**config.mk**
```make
export PLATFORM = sky130hd
export DESIGN_NAME = lifeg_row_unit
export DESIGN_NICKNAME = d
export VERILOG_FILES = /design/src/hw/rtl/lifeg_pkg.sv /design/src/hw/rtl/lifeg_row_unit.sv
export SDC_FILE = /design/constraint.sdc
export NUM_CORES = 2
export LEC_CHECK = 0
export ABC_AREA = 1
export BUFFER_PORTS_ARGS = -buffer_cell sky130_fd_sc_hd__buf_2
export CAP_MARGIN = 15
export CORE_MARGIN = 4
export CORE_UTILIZATION = 30
export DETAILED_ROUTE_END_ITERATION = 8
export SLEW_MARGIN = 25
export SYNTH_ARGS = -nofsm -noshare
export SYNTH_HDL_FRONTEND = slang
export SYNTH_SLANG_ARGS = --single-unit
```
**constraint.sdc**
```tcl
create_clock -name vclk -period 5.85
set_input_delay 0.8775 -clock vclk [all_inputs]
set_output_delay 0.8775 -clock vclk [all_outputs]
set_load 0.02 [all_outputs]
```
**src/hw/rtl/lifeg_pkg.sv**
```systemverilog
`timescale 1ns / 1ps

package lifeg_pkg;

   // field and register widths
   localparam int ROW_FIELD_W = 5;
   localparam int COL_FIELD_W = 7;
   localparam int ROWS_REG_W  = 6;
   localparam int COLS_REG_W  = 8;
   localparam int CSR_DATA_W  = 8;
   localparam int COUNT_W     = 4;

   // request codes
   localparam logic [1:0] REQ_WRITE   = 2'd0;
   localparam logic [1:0] REQ_ADVANCE = 2'd1;
   localparam logic [1:0] REQ_READ    = 2'd2;

   // register indexes
   localparam logic CSR_ACTIVE_ROWS = 1'b0;
   localparam logic CSR_ACTIVE_COLS = 1'b1;

   localparam logic [ROWS_REG_W-1:0] ROWS_RESET = 6'd25;
   localparam logic [COLS_REG_W-1:0] COLS_RESET = 8'd65;

   // b3/s23
   localparam logic [COUNT_W-1:0] BIRTH_COUNT = 4'd3;
   localparam logic [COUNT_W-1:0] SURVIVE_LOW = 4'd2;

endpackage

```
**src/hw/rtl/lifeg_row_unit.sv**
```systemverilog
`timescale 1ns / 1ps

module lifeg_row_unit #(
   parameter int MAX_COLS = 128
) (
   input  logic [MAX_COLS-1:0]           above,
   input  logic [MAX_COLS-1:0]           here,
   input  logic [MAX_COLS-1:0]           below,
   input  logic [MAX_COLS-1:0]           col_mask,
   input  logic [$clog2(MAX_COLS)-1:0]   sel_col,
   output logic [MAX_COLS-1:0]           fresh,
   output logic [lifeg_pkg::COUNT_W-1:0] sel_count
);

   import lifeg_pkg::*;

   // one guard cell on each side so edge columns see dead neighbours
   logic [MAX_COLS+1:0]  a_pad;
   logic [MAX_COLS+1:0]  h_pad;
   logic [MAX_COLS+1:0]  b_pad;
   logic [COUNT_W-1:0]   nbr_cnt [MAX_COLS];

   assign a_pad = {1'b0, above & col_mask, 1'b0};
   assign h_pad = {1'b0, here & col_mask, 1'b0};
   assign b_pad = {1'b0, below & col_mask, 1'b0};

   for (genvar i = 0; i < MAX_COLS; i++) begin : g_col
      logic alive;

      assign nbr_cnt[i] = COUNT_W'(a_pad[i]) + COUNT_W'(a_pad[i+1]) + COUNT_W'(a_pad[i+2])
                        + COUNT_W'(h_pad[i]) + COUNT_W'(h_pad[i+2])
                        + COUNT_W'(b_pad[i]) + COUNT_W'(b_pad[i+1]) + COUNT_W'(b_pad[i+2]);

      assign alive = h_pad[i+1] ? (nbr_cnt[i] == SURVIVE_LOW || nbr_cnt[i] == BIRTH_COUNT)
                                : (nbr_cnt[i] == BIRTH_COUNT);

      // columns beyond the active area keep what they hold
      assign fresh[i] = col_mask[i] ? alive : here[i];
   end

   assign sel_count = nbr_cnt[sel_col];

endmodule
```
# After elaboration in Yosys (flattened, before gate mapping)
# Cells that the tools add are included.
word_totals:
  regBits: 0
  input_bits: 519
  out_inout_bits: 132
  wordCells: 1537
op_classes:
  add_sub_neg: 889
  magnitude_cmp: 1
  eq_ne: 256
  n_mux: 259
  n_bitwise: 4
  n_reduce_logical: 128
ops:
  columns: ["operator", "n"]
  rows:
  - ["adder 4 x 1 -> 4 bit", 508]
  - ["== test 4 x 2 -> 1 bit, second input constant", 256]
  - ["adder 3 x 1 -> 4 bit", 127]
  - ["bitwise AND 128 bit", 3]
  - ["adder 2 x 1 -> 3 bit", 127]
  - ["2-to-1 mux 1 bit", 256]
  - ["adder 1 x 1 -> 2 bit", 127]
  - ["logical OR 1 bit", 128]
  - ["binary-select mux 4 bit (select 7 bit)", 1]
  - [">= comparator 8 bit, second input constant", 1]
  - ["2-to-1 mux 4 bit", 2]
  - ["inverter 7 -> 8 bit", 1]

# Longest topological paths before layout
depth:
  word_depth: 12
  mapped_depth: 22
  depth_no_buf: 22

# Worst setup path after synthesis
# No wires, ideal clock.
synth_timing:
  path_type: "in2out"
  start: "in above[39]"
  end: "out sel_count[1] (netlist bit)"
  t_arrival_ns: 3.933
  t_required_ns: 4.973
  slack_ns: 1.039
  path_stages: 18
  path_buffers: 0
  path_cell_list: "nand2_1 -> xor2_1 -> ha_1 -> inv_1 -> fa_1 -> inv_1 -> fa_1 -> inv_1 -> nor2_1 -> fa_1 -> a22oi_1 -> nand3_1 -> o211ai_1 -> o21ai_1 -> nand2_1 -> nand3_1 -> nand3_1 -> nand2_1"
synth_via:
  elab_chain_len: 11
  elab_cells_between_ends: 24
  classes_between: "add/sub: 20; mux: 3; bitwise: 1"
synth_rtl:
  columns: ["item", "line", "rtl"]
  rows:
  - ["start: declaration", "lifeg_row_unit.sv:6", "input logic [MAX_COLS-1:0] above,"]
  - ["bitwise AND 128 bit (*)", "lifeg_row_unit.sv:23", "assign a_pad = {1'b0, above & col_mask, 1'b0};"]
  - ["adder 1 x 1 -> 2 bit", "lifeg_row_unit.sv:30", "assign nbr_cnt[i] = COUNT_W'(a_pad[i]) + COUNT_W'(a_pad[i+1]) + COUNT_W'(a_pad[i+2])"]
  - ["adder 2 x 1 -> 3 bit", "lifeg_row_unit.sv:30", null]
  - ["adder 3 x 1 -> 4 bit", "lifeg_row_unit.sv:31", "+ COUNT_W'(h_pad[i]) + COUNT_W'(h_pad[i+2])"]
  - ["adder 4 x 1 -> 4 bit", "lifeg_row_unit.sv:31", null]
  - ["adder 4 x 1 -> 4 bit (3 in series)", "lifeg_row_unit.sv:32", "+ COUNT_W'(b_pad[i]) + COUNT_W'(b_pad[i+1]) + COUNT_W'(b_pad[i+2]);"]
  - ["binary-select mux 4 bit (select 7 bit) (*)", "lifeg_row_unit.sv:41", "assign sel_count = nbr_cnt[sel_col];"]
  - ["2-to-1 mux 4 bit (not written as such) (*) (2 in series)", "lifeg_row_unit.sv:41", null]
  - ["end: declaration", "lifeg_row_unit.sv:12", "output logic [lifeg_pkg::COUNT_W-1:0] sel_count"]
# Every way passes the cells marked *; elsewhere a longest branch is shown, timed or not. The select of a mux whose other input is x is not followed.

# Final worst setup path
layout_timing:
  start: "in col_mask[106]"
  end: "out sel_count[1] (netlist bit)"
layout_via:
  elab_chain_len: 11
  elab_cells_between_ends: 26
  classes_between: "add/sub: 20; mux: 3; bitwise: 3"
layout_rtl:
  columns: ["item", "line", "rtl"]
  rows:
  - ["start: declaration", "lifeg_row_unit.sv:9", "input logic [MAX_COLS-1:0] col_mask,"]
  - ["bitwise AND 128 bit", "lifeg_row_unit.sv:23", null]
  - ["adder 1 x 1 -> 2 bit", "lifeg_row_unit.sv:30", null]
  - ["adder 2 x 1 -> 3 bit", "lifeg_row_unit.sv:30", null]
  - ["adder 3 x 1 -> 4 bit", "lifeg_row_unit.sv:31", null]
  - ["adder 4 x 1 -> 4 bit", "lifeg_row_unit.sv:31", null]
  - ["adder 4 x 1 -> 4 bit (3 in series)", "lifeg_row_unit.sv:32", null]
  - ["binary-select mux 4 bit (select 7 bit) (*)", "lifeg_row_unit.sv:41", null]
  - ["2-to-1 mux 4 bit (not written as such) (*) (2 in series)", "lifeg_row_unit.sv:41", null]
# Marked as above.

==> results summary <==
The top fanout value on the critical path came out at 5. The number of vias in the routed layout is 31,900. The floorplan has 116 rows. The actual transition at the worst max-transition pin is 0.961 ns. The final critical-path required period is 5.67 ns. The setup TNS after final layout came out at 0 ns. The final hold violation count came out at 0. In this run the worst hold path is classified as primary input to primary output.

The final period utilization came out at 0.969. The delay of the slowest cell on the worst path is roughly 0.55 ns. Of the total power, the share spent switching nets is 0.613. At the end of the flow, the number of nets in the layout was 6,497. The die height came out at 327 um. The total number of yosys warnings is 0. The total global routing overflow came out at 0. There are 0 flip-flops and latches.

The share of total power dissipated in combinational logic is 1.000. The flow ran to the end, and the final reports show no timing, DRC or antenna violations. The overall global routing resource usage came out at 0.217. Hold repair after CTS inserted 0 buffers. The most common cell after layout, fill and taps aside is nand2_1. The internal portion of the total power is 2.12 mW. The congestion estimate from routability-driven global placement came to 0.909. Leaving out fill and tap cells, the most frequent cells in the layout are nand2_1 (1,198), inv_1 (965), buf_2 (643), ha_1 (383), fa_1 (380).

The average via count per standard cell is 4.84. The routed wirelength normalized by instance count came out at 18.3 um. The sequential cell area is 0 um2. The count of different cell masters after synthesis is 41. The final standard cell count with taps included and fillers excluded is 6,595. Summed over all nets, the switching power comes to 3.36 mW. Headroom to the max-slew limit came out at 0.358. The layout has 11,100 filler cells. The signal on the critical path passes through buf_2 > nand2_1 > xor2_1 > ha_1 > inv_1 > fa_1 > inv_1 > fa_1 > inv_1 > nor2_1 > fa_1 > a22oi_1 > nand3_1 > o211ai_1 > o21ai_4 > nand2_1 > nand3_2 > nand3_2 > nand2_4 > buf_4. The net count after synthesis came out at 5,809.

The arrival time reported for the critical path endpoint is 4.79 ns. The power per standard cell area came out at 150 mW/mm2. The die is approximately 330 um wide. The area of the mapped netlist is a little over 0.03 mm2. On the final layout, the worst hold slack is 2.09 ns. The total area inside the core boundary comes to 0.101 mm2. The DRC violations left came out at 0. During placement, the flow inserted port buffers numbering 651. The remaining number of nets flagged by the antenna check after routing came out at 0. The total count of max-transition violations in the final report came out at 0. Wires add up to 121 mm.

The average size of a mapped cell came out at 6.76 um2. The required time of the worst setup path is 4.97 ns. The critical setup path kind is primary input to primary output. The initial utilization of the core area, before any placement, comes to 0.304.

The share of post-route cells with drive strength above 1 came out at 0.171. The placed wire-length estimate is 104 mm. Setup violations remaining at the end of the flow were counted as 0.

The number of top-level pins came out at 651. The clock power share is 0. Setup slack closes at 0.182 ns. STA classifies the critical path startpoint as a primary input. On the critical path, the stage with the largest delay is an instance of fa_1. STA classifies the critical path endpoint as a primary output. The part of the Yosys area used for sequential elements came out at 0. After layout, the design draws a total of between 5 and 6 mW.

Once placement completed, the tool counted placed cells totaling 6,568. The worst slack at placement came out at -0.335 ns. Entering global routing, the biggest net connects 99 pins. The detailed router's first-iteration violation count came out at about 1,800.

In this run the static leakage power is roughly 22 nW. VDD sags by at most roughly 0.000075 V. The synthesis-to-layout area growth came out at 19.3%. The number of instances in the synthesized netlist came out at 4,525. The number of clock buffers in the layout came out at 0.

The via count of the first global-routing pass was 32,300. The wire length of the first global-routing pass is 182 mm. The number of iterations in the first detailed-routing pass came out at 5. The number of max-cap violations is 0. The initial antenna violation count is 39. The die outline area is ~0.11 mm2. The fmax is 0.176 GHz. The portion of total power attributed to sequential cells is 0.
## metrics by stage
step | util | cell area [um2]
final | 0.362 | 36500
after global routing | 0.362 | 36500
after CTS | 0.359 | 36100
after detailed placement | 0.358 | 36100
after global placement | 0.358 | 36100
after floorplan | - | 30600
## cell usage after synthesis
library cell	count	share of area
inv_1	971	0.12
a21oi_1	111	0.018
fa_1	382	0.25
o21a_1	8	0.0020
or2_2	1	0.00020
a31oi_1	2	0.00041
buf_1	11	0.0013
or2_0	1	0.00020
inv_4	1	0.00020
o211ai_1	13	0.0032
nor3_1	1	0.00016
nor3b_1	1	0.00025
buf_2	24	0.0039
a211oi_1	13	0.0032
a22oi_1	61	0.015
a32o_1	1	0.00033
ha_1	383	0.16
inv_2	5	0.00061
o21bai_1	126	0.031
nand3b_1	33	0.0081
xnor2_1	39	0.011
and2_1	1	0.00020
a21boi_0	12	0.0029
nand4_1	33	0.0067
nand2_1	1228	0.15
a2111oi_0	39	0.011
a22o_1	6	0.0017
o22ai_1	20	0.0041
o21ai_1	6	0.00098
nand2_4	1	0.00037
nand3_1	246	0.040
nor2_4	3	0.0011
buf_4	11	0.0027
a2bb2oi_1	3	0.00086
o21ai_0	167	0.027
xor2_1	230	0.066
nor2_1	218	0.027
buf_6	2	0.00074
clkbuf_1	28	0.0034
mux2_2	45	0.017
o2111ai_1	38	0.011
## cells by family after synthesis
group                      count (synthesis)  synth area share
and+or+nand+nor                         1767             0.235
buffers and inverters                   1053             0.132
adders and majority gates                765             0.406
AOI/OAI and AO/OA                        626             0.133
xor gates and xnor gates                 269            0.0770
muxes                                     45            0.0166
## critical path, delay by kind of cell
| family | cells | cell delay [ns] |
|---|---|---|
| xor+xnor | 1 | 0.20 |
| buf+inv | 5 | 0.43 |
| fa+ha+maj | 4 | 1.78 |
| compound gates | 3 | 0.63 |
| simple gates | 7 | 0.84 |
## final cells by class
type,instances,area (um2),area share
diodes,27,67.6,0.00185
inverters,977,3670,0.101
multi-input cells,3472,26900,0.737
well taps,1357,1700,0.0465
repair buffers,762,4170,0.114
## power by group through the flow
stage / logic (mW) / clock network (mW) / registers (mW)
CTS: 5.47 / 0 / 0
detailed placement: 5.42 / 0 / 0
finish: 5.48 / 0.000000573 / 0
global route: 6.21 / 0.000000458 / 0
floorplan: 3.64 / 0 / 0
global placement: 5.33 / 0 / 0
## worst paths after layout
path,start,to,slack (ns),cells after the start
worst min-delay path,col_mask[126],fresh[126],2.09,3
worst max-delay path,col_mask[106],sel_count[1],0.18,20
## what timing repair did
item | in CTS | in global routing
hold endpoints to repair | 0 | 0
gates resized for setup | 18 | 73
setup buffers | 1 | 0
endpoints found under the setup margin | 2 | 2
pin swaps | 7 | 16
## per-layer routing
metal	up-vias	part of all wire	GRT usage	wire length (um)
li1	15700	-	-	-
met1	15100	0.44	0.284	52500
met2	965	0.48	0.382	57900
met3	147	0.061	0.0265	7360
met4	12	0.023	0.0484	2820
met5	-	0.00076	0	92
Power figures use the tool's default switching activity.
